### src/design/ccc_pkg.sv
package ccc_pkg;

    localparam int YEAR_W   = 7;
    localparam int MONTH_W  = 4;
    localparam int DAY_W    = 5;
    localparam int HOUR_W   = 5;
    localparam int MINUTE_W = 6;
    localparam int SECOND_W = 6;
    localparam int MS_IN_W  = 10;
    localparam int MS_W     = 11;

    localparam logic CMD_TICK = 1'b0;
    localparam logic CMD_LOAD = 1'b1;

    localparam logic [YEAR_W-1:0]   RESET_YEAR      = 7'd19;
    localparam logic [MONTH_W-1:0]  RESET_MONTH     = 4'd5;
    localparam logic [DAY_W-1:0]    RESET_DAY       = 5'd8;
    localparam logic [HOUR_W-1:0]   RESET_HOUR      = 5'd12;
    localparam logic [YEAR_W-1:0]   RESET_MIN_YEAR  = 7'd19;

    typedef struct packed {
        logic [YEAR_W-1:0]   year;
        logic [MONTH_W-1:0]  month;
        logic [DAY_W-1:0]    day;
        logic [HOUR_W-1:0]   hour;
        logic [MINUTE_W-1:0] minute;
        logic [SECOND_W-1:0] second;
    } ccc_time_t;

    // Length of a non-leap month; codes outside 1..12 count as 31 days.
    function automatic logic [DAY_W-1:0] month_length(input logic [MONTH_W-1:0] month);
        logic [DAY_W-1:0] len;
        begin
            case (month)
                4'd2:    len = 5'd28;
                4'd4:    len = 5'd30;
                4'd6:    len = 5'd30;
                4'd9:    len = 5'd30;
                4'd11:   len = 5'd30;
                default: len = 5'd31;
            endcase
            return len;
        end
    endfunction

endpackage

### src/design/ccc_channels.sv
interface ccc_request_if;
    import ccc_pkg::*;

    logic                valid;
    logic                ready;
    logic                command;
    logic [MS_IN_W-1:0]  ms_elapsed;
    logic [YEAR_W-1:0]   load_year;
    logic [MONTH_W-1:0]  load_month;
    logic [DAY_W-1:0]    load_day;
    logic [HOUR_W-1:0]   load_hour;
    logic [MINUTE_W-1:0] load_minute;
    logic [SECOND_W-1:0] load_second;

    modport source (output valid, command, ms_elapsed, load_year, load_month, load_day,
                    load_hour, load_minute, load_second, input ready);
    modport sink   (input valid, command, ms_elapsed, load_year, load_month, load_day,
                    load_hour, load_minute, load_second, output ready);
endinterface

interface ccc_result_if;
    import ccc_pkg::*;

    logic                valid;
    logic                ready;
    logic [YEAR_W-1:0]   year_out;
    logic [MONTH_W-1:0]  month_out;
    logic [DAY_W-1:0]    day_out;
    logic [HOUR_W-1:0]   hour_out;
    logic [MINUTE_W-1:0] minute_out;
    logic [SECOND_W-1:0] second_out;
    logic [MS_W-1:0]     millisecond_out;
    logic                load_rejected;

    modport source (output valid, year_out, month_out, day_out, hour_out, minute_out,
                    second_out, millisecond_out, load_rejected, input ready);
    modport sink   (input valid, year_out, month_out, day_out, hour_out, minute_out,
                    second_out, millisecond_out, load_rejected, output ready);
endinterface

interface ccc_cfg_if;
    import ccc_pkg::*;

    logic              valid;
    logic              ready;
    logic [YEAR_W-1:0] data;

    modport source (output valid, data, input ready);
    modport sink   (input valid, data, output ready);
endinterface

### src/design/ccc_advance.sv
module ccc_advance (
    input  ccc_pkg::ccc_time_t cur,
    output ccc_pkg::ccc_time_t nxt
);
    import ccc_pkg::*;

    logic [SECOND_W-1:0] sec_inc;
    logic [MINUTE_W-1:0] min_inc;
    logic [HOUR_W-1:0]   hour_inc;
    logic [DAY_W-1:0]    day_inc;
    logic [MONTH_W-1:0]  month_inc;
    logic [YEAR_W-1:0]   year_inc;
    logic                leap_feb;

    assign sec_inc   = cur.second + 6'd1;
    assign min_inc   = cur.minute + 6'd1;
    assign hour_inc  = cur.hour + 5'd1;
    assign day_inc   = cur.day + 5'd1;
    assign month_inc = cur.month + 4'd1;
    assign year_inc  = cur.year + 7'd1;
    assign leap_feb  = (cur.month == 4'd2) && (cur.year[1:0] == 2'd0);

    // Each field wraps at its limit, and a field that was loaded past its
    // limit wraps on its first increment as well.
    always_comb
    begin
        nxt = cur;
        nxt.second = sec_inc;
        if (sec_inc > 6'd59 || sec_inc == 6'd0)
        begin
            nxt.second = '0;
            nxt.minute = min_inc;
            if (min_inc > 6'd59 || min_inc == 6'd0)
            begin
                nxt.minute = '0;
                nxt.hour   = hour_inc;
                if (hour_inc > 5'd23 || hour_inc == 5'd0)
                begin
                    nxt.hour = '0;
                    nxt.day  = day_inc;
                    if (leap_feb)
                    begin
                        if (day_inc > 5'd29 || day_inc == 5'd0)
                        begin
                            nxt.day   = 5'd1;
                            nxt.month = 4'd3;
                        end
                    end
                    else if (day_inc > month_length(cur.month) || day_inc == 5'd0)
                    begin
                        nxt.day   = 5'd1;
                        nxt.month = month_inc;
                        if (month_inc > 4'd12 || month_inc == 4'd0)
                        begin
                            nxt.month = 4'd1;
                            nxt.year  = (year_inc > 7'd99) ? 7'd0 : year_inc;
                        end
                    end
                end
            end
        end
    end

endmodule

### src/design/calendar_clock_counter.sv
// Calendar clock with a millisecond accumulator. A tick item adds ms_elapsed
// to the accumulator; a load item sets date and time when the year is at
// least min_year_reg, the month is 1 to 12 and the day is nonzero, and
// otherwise reports load_rejected. On every item the clock advances by at
// most one second, taken when the accumulator is above 999. Every item gives
// exactly one result, which appears in the output register in the cycle after
// the item is accepted. One item is accepted per cycle: the whole carry chain
// from accumulator to year is evaluated between the state registers and the
// output register, and a new item is taken whenever the output register is
// empty or its result is being taken in the same cycle. Configuration writes
// are always ready and take effect for the next item.
module calendar_clock_counter (
    input  logic        clk,
    input  logic        rst_n,
    ccc_request_if.sink request,
    ccc_result_if.source result,
    ccc_cfg_if.sink     cfg
);
    import ccc_pkg::*;

    localparam logic [MS_W:0] MS_LIMIT = 12'd999;
    localparam logic [MS_W:0] MS_STEP  = 12'd1000;
    localparam logic [MS_W:0] MS_SAT   = 12'd2047;

    ccc_time_t           time_reg;
    ccc_time_t           time_next;
    ccc_time_t           loaded;
    ccc_time_t           advanced;
    logic [MS_W-1:0]     ms_accum_reg;
    logic [MS_W-1:0]     ms_next;
    logic [YEAR_W-1:0]   min_year_reg;
    logic                out_valid_reg;
    logic                rejected_next;
    logic                load_ok;
    logic [MS_W:0]       sum;
    logic [MS_W:0]       sum_sub;
    logic                accept;

    logic [YEAR_W-1:0]   year_out_reg;
    logic [MONTH_W-1:0]  month_out_reg;
    logic [DAY_W-1:0]    day_out_reg;
    logic [HOUR_W-1:0]   hour_out_reg;
    logic [MINUTE_W-1:0] minute_out_reg;
    logic [SECOND_W-1:0] second_out_reg;
    logic [MS_W-1:0]     ms_out_reg;
    logic                rejected_out_reg;

    assign request.ready = !out_valid_reg || result.ready;
    assign accept        = request.valid && request.ready;
    assign cfg.ready     = 1'b1;

    assign load_ok = (request.load_year >= min_year_reg) &&
                     (request.load_month >= 4'd1) && (request.load_month <= 4'd12) &&
                     (request.load_day != 5'd0);

    always_comb
    begin
        loaded        = time_reg;
        rejected_next = 1'b0;
        sum           = {1'b0, ms_accum_reg};
        if (request.command == CMD_TICK)
        begin
            sum = {1'b0, ms_accum_reg} + {2'b00, request.ms_elapsed};
        end
        else if (load_ok)
        begin
            loaded.year   = request.load_year;
            loaded.month  = request.load_month;
            loaded.day    = request.load_day;
            loaded.hour   = request.load_hour;
            loaded.minute = request.load_minute;
            loaded.second = request.load_second;
        end
        else
        begin
            rejected_next = 1'b1;
        end
    end

    ccc_advance u_advance (
        .cur (loaded),
        .nxt (advanced)
    );

    always_comb
    begin
        sum_sub   = sum;
        time_next = loaded;
        if (sum > MS_LIMIT)
        begin
            sum_sub   = sum - MS_STEP;
            time_next = advanced;
        end
        ms_next = (sum_sub > MS_SAT) ? MS_SAT[MS_W-1:0] : sum_sub[MS_W-1:0];
    end

    always_ff @(posedge clk or negedge rst_n)
    begin
        if (!rst_n)
        begin
            time_reg.year   <= RESET_YEAR;
            time_reg.month  <= RESET_MONTH;
            time_reg.day    <= RESET_DAY;
            time_reg.hour   <= RESET_HOUR;
            time_reg.minute <= '0;
            time_reg.second <= '0;
            ms_accum_reg    <= '0;
            min_year_reg    <= RESET_MIN_YEAR;
            out_valid_reg   <= 1'b0;
        end
        else
        begin
            if (cfg.valid)
            begin
                min_year_reg <= cfg.data;
            end
            if (accept)
            begin
                time_reg     <= time_next;
                ms_accum_reg <= ms_next;
            end
            if (request.ready)
            begin
                out_valid_reg <= request.valid;
            end
        end
    end

    always_ff @(posedge clk)
    begin
        if (accept)
        begin
            year_out_reg     <= time_next.year;
            month_out_reg    <= time_next.month;
            day_out_reg      <= time_next.day;
            hour_out_reg     <= time_next.hour;
            minute_out_reg   <= time_next.minute;
            second_out_reg   <= time_next.second;
            ms_out_reg       <= ms_next;
            rejected_out_reg <= rejected_next;
        end
    end

    assign result.valid           = out_valid_reg;
    assign result.year_out        = year_out_reg;
    assign result.month_out       = month_out_reg;
    assign result.day_out         = day_out_reg;
    assign result.hour_out        = hour_out_reg;
    assign result.minute_out      = minute_out_reg;
    assign result.second_out      = second_out_reg;
    assign result.millisecond_out = ms_out_reg;
    assign result.load_rejected   = rejected_out_reg;

endmodule

### src/flat_wrapper.sv
// flat-port wrapper written by rule: the top's interface ports become plain ports
module calendar_clock_counter_flat import ccc_pkg::*;
  (clk, rst_n, request_valid, request_command, request_ms_elapsed, request_load_year, request_load_month, request_load_day, request_load_hour, request_load_minute, request_load_second, request_ready, result_valid, result_year_out, result_month_out, result_day_out, result_hour_out, result_minute_out, result_second_out, result_millisecond_out, result_load_rejected, result_ready, cfg_valid, cfg_data, cfg_ready);
  ccc_request_if request_i ();
  ccc_result_if result_i ();
  ccc_cfg_if cfg_i ();
  input  logic clk;
  input  logic rst_n;
  input wire logic [$bits(request_i.valid)-1:0] request_valid;
  input wire logic [$bits(request_i.command)-1:0] request_command;
  input wire logic [$bits(request_i.ms_elapsed)-1:0] request_ms_elapsed;
  input wire logic [$bits(request_i.load_year)-1:0] request_load_year;
  input wire logic [$bits(request_i.load_month)-1:0] request_load_month;
  input wire logic [$bits(request_i.load_day)-1:0] request_load_day;
  input wire logic [$bits(request_i.load_hour)-1:0] request_load_hour;
  input wire logic [$bits(request_i.load_minute)-1:0] request_load_minute;
  input wire logic [$bits(request_i.load_second)-1:0] request_load_second;
  output wire logic [$bits(request_i.ready)-1:0] request_ready;
  output wire logic [$bits(result_i.valid)-1:0] result_valid;
  output wire logic [$bits(result_i.year_out)-1:0] result_year_out;
  output wire logic [$bits(result_i.month_out)-1:0] result_month_out;
  output wire logic [$bits(result_i.day_out)-1:0] result_day_out;
  output wire logic [$bits(result_i.hour_out)-1:0] result_hour_out;
  output wire logic [$bits(result_i.minute_out)-1:0] result_minute_out;
  output wire logic [$bits(result_i.second_out)-1:0] result_second_out;
  output wire logic [$bits(result_i.millisecond_out)-1:0] result_millisecond_out;
  output wire logic [$bits(result_i.load_rejected)-1:0] result_load_rejected;
  input wire logic [$bits(result_i.ready)-1:0] result_ready;
  input wire logic [$bits(cfg_i.valid)-1:0] cfg_valid;
  input wire logic [$bits(cfg_i.data)-1:0] cfg_data;
  output wire logic [$bits(cfg_i.ready)-1:0] cfg_ready;
  assign request_i.valid = request_valid;
  assign request_i.command = request_command;
  assign request_i.ms_elapsed = request_ms_elapsed;
  assign request_i.load_year = request_load_year;
  assign request_i.load_month = request_load_month;
  assign request_i.load_day = request_load_day;
  assign request_i.load_hour = request_load_hour;
  assign request_i.load_minute = request_load_minute;
  assign request_i.load_second = request_load_second;
  assign request_ready = request_i.ready;
  assign result_valid = result_i.valid;
  assign result_year_out = result_i.year_out;
  assign result_month_out = result_i.month_out;
  assign result_day_out = result_i.day_out;
  assign result_hour_out = result_i.hour_out;
  assign result_minute_out = result_i.minute_out;
  assign result_second_out = result_i.second_out;
  assign result_millisecond_out = result_i.millisecond_out;
  assign result_load_rejected = result_i.load_rejected;
  assign result_i.ready = result_ready;
  assign cfg_i.valid = cfg_valid;
  assign cfg_i.data = cfg_data;
  assign cfg_ready = cfg_i.ready;
  calendar_clock_counter u_core (.clk(clk), .rst_n(rst_n), .request(request_i), .result(result_i), .cfg(cfg_i));
endmodule
### config.mk
export PLATFORM = sky130hd
export DESIGN_NAME = calendar_clock_counter_flat
export DESIGN_NICKNAME = d
export VERILOG_FILES = /design/src/design/ccc_pkg.sv /design/src/design/ccc_channels.sv /design/src/design/ccc_advance.sv /design/src/design/calendar_clock_counter.sv /design/src/flat_wrapper.sv
export SDC_FILE = /design/constraint.sdc
export NUM_CORES = 1
export LEC_CHECK = 0
export ABC_CLOCK_PERIOD_IN_PS = 5200
export CAP_MARGIN = 30
export CORE_ASPECT_RATIO = 1.5
export CORE_MARGIN = 2
export CORE_UTILIZATION = 45
export CTS_CLUSTER_SIZE = 24
export DETAILED_ROUTE_END_ITERATION = 16
export DONT_BUFFER_PORTS = 1
export GPL_TIMING_DRIVEN = 0
export SYNTH_ARGS = -nofsm -noshare
export SYNTH_HDL_FRONTEND = slang
export SYNTH_SLANG_ARGS = --single-unit
export TNS_END_PERCENT = 5
### constraint.sdc
create_clock -name clk -period 5.2 [get_ports clk]
set_input_delay 0.26 -clock clk [delete_from_list [all_inputs] [get_ports clk]]
set_output_delay 0.26 -clock clk [all_outputs]
set_load 0.01 [all_outputs]
## Word level (Yosys, flattened, before mapping)

Cells that the tools add are included.

| word-level totals | value |
|---|---|
| flip-flop bits (word level) | 97 |
| bits in latches | 0 |
| memory bits (writable) | 0 |
| memory bits (read-only) | 0 |
| logic and storage cells | 84 |
| memories kept | 0 |

| operators by class | value |
|---|---|
| add/sub/neg operators | 8 |
| $mul | 0 |
| div/mod/pow operators | 0 |
| $lt $le $gt $ge | 12 |
| equality and inequality tests | 5 |
| shift-type cells | 0 |
| mux-type cells | 21 |
| bitwise logic cells | 0 |
| reduce and logical (&&, ||, !) cells | 21 |

Operators with widths:

| cell | count |
|---|---|
| $mux 33 | 4 |
| $mux 27 | 1 |
| $mux 12 | 2 |
| $mux 11 | 2 |
| $mux 21 | 1 |
| $mux 5 | 4 |
| $mux 9 | 2 |
| $mux 16 | 1 |
| $mux 7 | 2 |
| $add 11x10->12 | 1 |
| $add 6x1->6 const B | 2 |
| $gt 12x10->1 const B | 1 |
| $gt 12x11->1 const B | 1 |
| $gt 6x6->1 const B | 2 |
| $logic_not 6->1 | 2 |
| $sub 12x10->12 const B | 1 |
| $add 5x1->5 const B | 2 |
| $gt 5x5->1 const B | 2 |
| $logic_not 5->1 | 2 |
| $eq 4x3->1 const B | 2 |
| $eq 4x4->1 const B | 2 |
| $add 7x1->7 const B | 1 |
| $ge 7x7->1 | 1 |
| $gt 7x7->1 const B | 1 |
| 15 further kinds | 25 |

## Longest topological paths before layout

Gate-level depths: netlist of run 1.

| depth | value |
|---|---|
| word-level depth | 21 |
| depth in mapped cells | 23 |
| mapped depth without buffers | 18 |

## By module

From an unflattened synthesis of run 1, not the netlist that was laid out.

| second synthesis, totals | value |
|---|---|
| cells, all modules | 789 |
| area, all modules | 7161.9 µm² |

By module, submodules not included:

| module | times used | cells each | area an instance (µm²) |
|---|---|---|---|
| calendar_clock_counter | 1 | 553 | 5587.9 |
| ccc_advance | 1 | 236 | 1574.0 |

## Worst setup path after synthesis of run 1

No wires, ideal clock.

| timing | value |
|---|---|
| path kind | reg-to-reg |
| start point | register u_core.min_year_reg[4] |
| end point | register u_core.year_out_reg[2], in the netlist u_core.result.year_out[2], data pin |
| setup time | 0.256 ns |
| data arrival time | 4.414 ns |
| required time | 4.944 ns |
| slack | 0.530 ns |
| cell stages (with the launch flop) | 21 |
| path buffers | 3 |
| cells stage by stage | dfstp_2 inv_1 ha_1 nand4_1 and3_1 o21a_1 nor2_1 clkbuf_1 clkbuf_1 nand2_1 nand2_1 ha_1 clkbuf_1 nand4_1 a21oi_1 a21oi_1 mux2i_1 nand2_1 a2111oi_4 a21oi_1 a41o_1 |

RTL lines:

| what | line | RTL |
|---|---|---|
| start, declared | calendar_clock_counter.sv:31 | `logic [YEAR_W-1:0] min_year_reg;` |
| start signal, assigned | calendar_clock_counter.sv:115 | `min_year_reg <= cfg.data;` |
| end signal, assigned | calendar_clock_counter.sv:133 | `year_out_reg <= time_next.year;` |
| end, declared | calendar_clock_counter.sv:39 | `logic [YEAR_W-1:0] year_out_reg;` |

==> results.ini, run 1 <==
[setup_path]
path_max_fanout=10
cp-end-kind=register
path_class=reg -> reg
start_kind=register
critPathArrivalTime_ns=5.06
required_ns=5.31

[synth]
synth.mux.area_fraction_pct=10.84
synth_top_area_cell=edfxtp_1
synth.most_common_cell=nand2_1
synth_top_family_by_area=simple AND/OR/NAND/NOR gates
syn_nets=880
synthCells=790
synth_edf_count=45
yosysWarnings=0
async_reset_ff_share_pct=53.61
synthAdderAreaFrac_pct=5.961
yosysUniqueCellTypes=85
syn_area_um2=7262
synthSimpleGateAreaFrac_pct=19.85
synth-seq-cells=97
synthTopCellsByCount=99 x nand2_1, 67 x nor2_1, 45 x edfxtp_1, 43 x mux2i_1, 42 x o21ai_0
synth_top_area_share_pct=18.61
seq_area_frac_synth_pct=36.72
avgSynthCellArea_um2=9.192
synth_compound_area_share_pct=19.62
synth-xor-area-share_pct=3.136
synthFlopType=edfxtp_1
ys_top_cells_by_area=edfxtp_1 19%, dfrtp_1 14%, mux2i_1 5.9%

[clocking]
cts.clk_slew.worst_paths_ns=0.07
clockBufferDepth=2
cts.sinks=97
cts-htree-levels=3
cts-root-buf=clkbuf_16
clkLatencyLatePin_ns=0.36
cts_tree=done
numCtsBuffers=9

[die]
coreArea_um2=15700
dieHeight_um=159.6
io_pins=104
start_util_pct=46.27
num_rows=56
fp.dieW_um=107.7
die-area_um2=17190

[timing]
worst_pin_slew_ns=0.8450
rsz0062_at_grt=false
tns_ns=0
drv_slew=0
clock_skew_ns=0.01474
fin_crit_sh_pct=95.26
post-route-min-period_ns=4.953
finalHoldViolations=0
finalSetupViolCount=0
setup_ws_ns=0.2466
fmax_ghz=0.2019
slew-limit-headroom_pct=43.67

[route]
routed_wl_mm=21.48
ant_nets=0
route.detailed.drc=0
wire_per_inst_um=20.99
via_per_inst=6.227
drt_first_pass_iters=5
drt_iter0_drc=406
vias=6370

[hold_path]
hp-class=in -> reg

[placed_design]
globalplace.congestion=0.8992
port_buffers=0
dp_hpwl_mm=15.99
dpl_worst_slack_ns=-1.342

[finish]
drive_above_1_share_pct=15.00
largest_reg_flops=33
nets=905
diodes=0
finish.utilization_pct=51.27
syn_to_final_growth_pct=10.80

[power_and_ir_drop]
leakage_nw=3.211
power.density_nw_per_um2=513.9
power_mw=4.135
irDropWorstVdd_mv=0.1800

[global_route]
grt-ovfl-total=0
first_global_vias=6654
grt_pass1_wl_mm=34.36
grt_max_degree=53
grt_util_all_layers_pct=25.41
antenna_found_initial=0

[outcome]
status=completed

[flow_run]
drv_cap=0

==> metal layers <==
| layer | routed length (um) | track usage [%] | vias up |
|---|---|---|---|
| li1 | - | - | 2992 |
| met1 | 8320 | 28.23 | 3111 |
| met2 | 11430 | 45.88 | 203 |
| met3 | 995 | 3.848 | 64 |
| met4 | 724 | 13.05 | 0 |
| met5 | 0 | 0 | - |
==> layout by cell type, fill, tap and decap left out, types with 4 or more instances in the layout <==
cell type  count
nand2_1       98
nor2_1        66
edfxtp_1      45
o21ai_0       42
dfrtp_1       41
mux2i_1       40
nand3_1       34
ha_1          33
a21oi_1       30
mux2_2        27
a31oi_1       24
inv_1         23
buf_4         16
xor2_1        16
nand2b_1      16
clkbuf_1      14
nand4_1       13
and2_1        12
dfstp_2       11
and3_1        10
xnor2_1       10
o31ai_1       10
o22ai_1        9
clkbuf_16      9
a21o_1         8
o21a_1         7
nor3_1         7
buf_6          6
a211oi_1       5
or3_1          5
o21bai_1       5
o22a_1         5
o211ai_1       4
o21ai_1        4
o2111ai_1      4
or4_1          4
or2_2          4
nor4b_1        4
a41o_1         4
==> worst max-delay path: stages, from the launching register on <==
cell       delay [ns]
dfstp_2          0.53
ha_1             0.21
nand2b_1         0.15
a31oi_2          0.23
o21ai_2          0.14
nand2_2          0.12
buf_6            0.19
buf_6            0.23
buf_6            0.21
mux2i_2          0.29
inv_1            0.10
ha_1             0.24
clkbuf_1         0.21
nand2b_1         0.18
o21ai_0          0.18
nand4_1          0.24
a21oi_4          0.31
o21ai_2          0.11
a2111oi_4        0.28
buf_4            0.22
buf_4            0.15
a21o_1           0.12
nand2_1          0.05
==> final timing paths <==
kind	endpoint	cells after the start	slack, ns	from
max	u_core.result.year_out[5]	22	0.25	u_core.min_year_reg[0]
min	u_core.result.valid	1	0.01	request_valid
max reg2reg	u_core.result.year_out[5]	22	0.25	u_core.min_year_reg[0]
min reg2reg	u_core.time_reg[22]	2	0.51	u_core.time_reg[22]
max in group asynchronous	u_core.time_reg[14]	2	4.45	rst_n
min in group asynchronous	u_core.time_reg[8]	2	0.44	rst_n
==> cell type report <==
cell class                      count  area (um^2)
Buffer                             35        209.0
Clock buffer                        9        225.2
Clock inverter                      7        52.55
Fill cell                        1494         7649
Inverter                           23        86.33
Multi-Input combinational cell    634         4398
Sequential cell                    97         2666
Tap cell                          203        254.0
Timing Repair Buffer               15        155.1
==> kinds of logic after synthesis <==
kind of cell               count (synthesis)
xor gates and xnor gates                  26
muxes                                     73
buffers and inverters                     59
DFF                                       97
and+or+nand+nor                          296
adders and majority gates                 34
other                                      1
AOI/OAI and AO/OA                        204
==> power breakdown <==
part | internal, mW | switching [mW] | total (mW)
Clock | 0.328 | 0.307 | 0.635
Sequential | 1.11 | 0.251 | 1.36
Combinational | 0.854 | 1.28 | 2.14
Total | 2.29 | 1.84 | 4.13
==> repair_timing <==
| action | in CTS | in global routing |
|---|---|---|
| pin swaps | 2 | 6 |
| buffers inserted | 2 | 10 |
| endpoints found under the setup margin | 64 | 45 |
| endpoints found under the hold margin | 52 | 0 |
| gates resized for setup | 13 | 12 |
| hold buffers | 2 | 0 |
==> through the flow <==
| step | cells | cell area (um^2) | hold WS (ns) |
|---|---|---|---|
| CTS | 1014 | 7928 | 0.01121 |
| global route | 1023 | 8046 | 0.02360 |
| floorplan | 790 | 7262 | -0.03559 |
| detailed placement | 994 | 7545 | -0.03267 |
| global placement | 993 | 7516 | -0.03298 |
| finish | 1023 | 8046 | 0.01264 |
No activity file was read; power rests on OpenSTA's default activity.
==> inputs of run 2 (changes only) <==
--- a/config.mk
+++ b/config.mk
@@ -14,6 +14,7 @@
 export DETAILED_ROUTE_END_ITERATION = 16
 export DONT_BUFFER_PORTS = 1
 export GPL_TIMING_DRIVEN = 0
+export REMOVE_ABC_BUFFERS = 1
 export SYNTH_ARGS = -nofsm -noshare
 export SYNTH_HDL_FRONTEND = slang
 export SYNTH_SLANG_ARGS = --single-unit
==> run 2 against run 1 <==
Clock-buffer cell count grew 1. Design area shrank 1.8%. Power shrank 2.1%. Largest cell class unchanged. Die area is the same. Via count shrank 2.8%. Clock skew shrank 0.0027 ns. Critical path type unchanged. Setup slack gained 0.032 ns. Combinational power shrank 6%. Clock power grew 7.1%. Final cell count shrank 3.4%.
==> results.ini, run 2 (synthesized netlist as in run 1, its figures left out) <==
[flow_run]
drv_cap=0

[clocking]
clkLatencyLatePin_ns=0.35
cts-htree-levels=3
numCtsBuffers=9
cts.clk_slew.worst_paths_ns=0.07
cts_tree=done
cts-root-buf=clkbuf_16
clockBufferDepth=2
cts.sinks=97

[power_and_ir_drop]
power.density_nw_per_um2=511.8
power_mw=4.046
leakage_nw=3.124
irDropWorstVdd_mv=0.2092

[placed_design]
dp_hpwl_mm=13.50
globalplace.congestion=0.8832
dpl_worst_slack_ns=-0.6439
placed_cells=964
place_area_um2=7420
port_buffers=0

[timing]
post-route-min-period_ns=4.921
slew-limit-headroom_pct=33.20
tns_ns=0
fin_crit_sh_pct=94.64
setup_ws_ns=0.2789
rsz0062_at_grt=false
drv_slew=0
whs_ns=0.01215
finalHoldViolations=0
fmax_ghz=0.2032
finalSetupViolCount=0
worst_pin_slew_ns=1.002
clock_skew_ns=0.01206

[global_route]
grt-ovfl-total=0
grt_pass1_wl_mm=30.45
grt_util_all_layers_pct=21.86
antenna_found_initial=0
grt_max_degree=73
first_global_vias=6126

[finish]
design_area_um2=7905
drive_above_1_share_pct=13.38
mostFrequentLayoutCells=99 x nand2_1, 66 x nor2_1, 45 x edfxtp_1, 42 x o21ai_0, 41 x dfrtp_1
layout_commonest_cell=nand2_1
nets=870
final_cells=988
largest_reg_flops=33
nFillCells=1482
syn_to_final_growth_pct=8.856
diodes=0
finish.utilization_pct=50.37

[hold_path]
worstHoldPathCells=1
hp-class=in -> reg
worstHoldStart=cfg_valid
hold_path_end=u_core.min_year_reg[5]

[die]
dieHeight_um=159.6
start_util_pct=46.27
die-area_um2=17190
num_rows=56
fp.dieW_um=107.7
coreArea_um2=15700
io_pins=104

[setup_path]
path_max_fanout=32
path_cells=ha_1 > nand2b_1 > a31oi_2 > o21ai_4 > buf_4 > nand2_8 > buf_12 > mux2i_1 > inv_1 > ha_4 > o31ai_1 > a21oi_1 > mux2i_2 > buf_4 > and2_1 > o211ai_1 > buf_4 > or4_1 > nand3_1
rr_worst_depth=19
start_kind=register
cp_common_cell=buf_4
path_class=reg -> reg
slowest_delay_ns=0.53
timing.rr.start=u_core.min_year_reg[0]
crit_slowest_cell=dfstp_2
required_ns=5.49
cp-end-kind=register
r2r_slack_ns=0.28
r2r_end=u_core.time_reg[20]
critPathArrivalTime_ns=5.21

[route]
ant_nets=0
wire_per_inst_um=19.03
via_per_inst=6.264
drt_first_pass_iters=5
drt_iter0_drc=487
route.detailed.drc=0
routed_wl_mm=18.80
vias=6189

[outcome]
status=completed

## run 2: changes by cell type in the layout (fill, tap and decap cells not counted), sizes merged
cell	previous run	this run
clkinv	3	2
bufinv	0	1
clkbuf	28	10
dlygate4sd3	1	2
clkinvlp	2	1
buf	30	13
## run 2: layout make-up
cell class	count	area (um^2)	area share [%]
clock buffers	10	229.0	2.896
clock inverters	6	65.06	0.8230
well taps	203	254.0	3.213
inverters	23	88.84	1.124
flip-flops and latches	97	2666	33.73
repair buffers	15	187.7	2.374
multi-input cells	634	4414	55.84
## run 2: what timing repair did
action,4_1_cts,5_1_grt
hold endpoints to repair,56,0
resized for setup,6,11
hold buffers,3,0
pin swaps,1,1
buffers inserted,3,2
gates cloned,0,0
setup endpoints to repair,42,39
## run 2: how the worst max path moves through the flow
stage	start	end	slack, ns
6_report	u_core.min_year_reg[0]	u_core.time_reg[20]	0.28
5_1_grt	u_core.min_year_reg[0]	u_core.time_reg[20]	0.01
4_1_cts	u_core.min_year_reg[0]	u_core.time_reg[20]	0.04
3_5_place_dp	u_core.min_year_reg[4]	u_core.result.year_out[2]	-0.64
3_3_place_gp	u_core.min_year_reg[4]	u_core.result.year_out[2]	-1.91
2_1_floorplan	u_core.min_year_reg[4]	u_core.result.year_out[2]	-0.11
## run 2: where the power goes
part	total (mW)	internal, mW	switching [mW]
registers	1.36	1.11	0.245
clock network	0.680	0.376	0.305
logic	2.01	0.805	1.20
total	4.05	2.29	1.75
## run 2: critical path, delay by kind of cell, from the launching register on
family | cells | cell delay (ns)
flops | 1 | 0.53
mux | 2 | 0.64
simple gates | 5 | 1.20
fa+ha+maj | 2 | 0.43
buf+inv | 5 | 1.10
compound gates | 5 | 0.94
## run 2: per-layer routing
| layer | GRT usage, % | wire [um] | up-vias |
|---|---|---|---|
| li1 | - | - | 2920 |
| met1 | 25.75 | 7428 | 3001 |
| met2 | 38.79 | 9824 | 220 |
| met3 | 3.930 | 1021 | 48 |
| met4 | 8.450 | 528 | 0 |
| met5 | 0 | 0 | - |
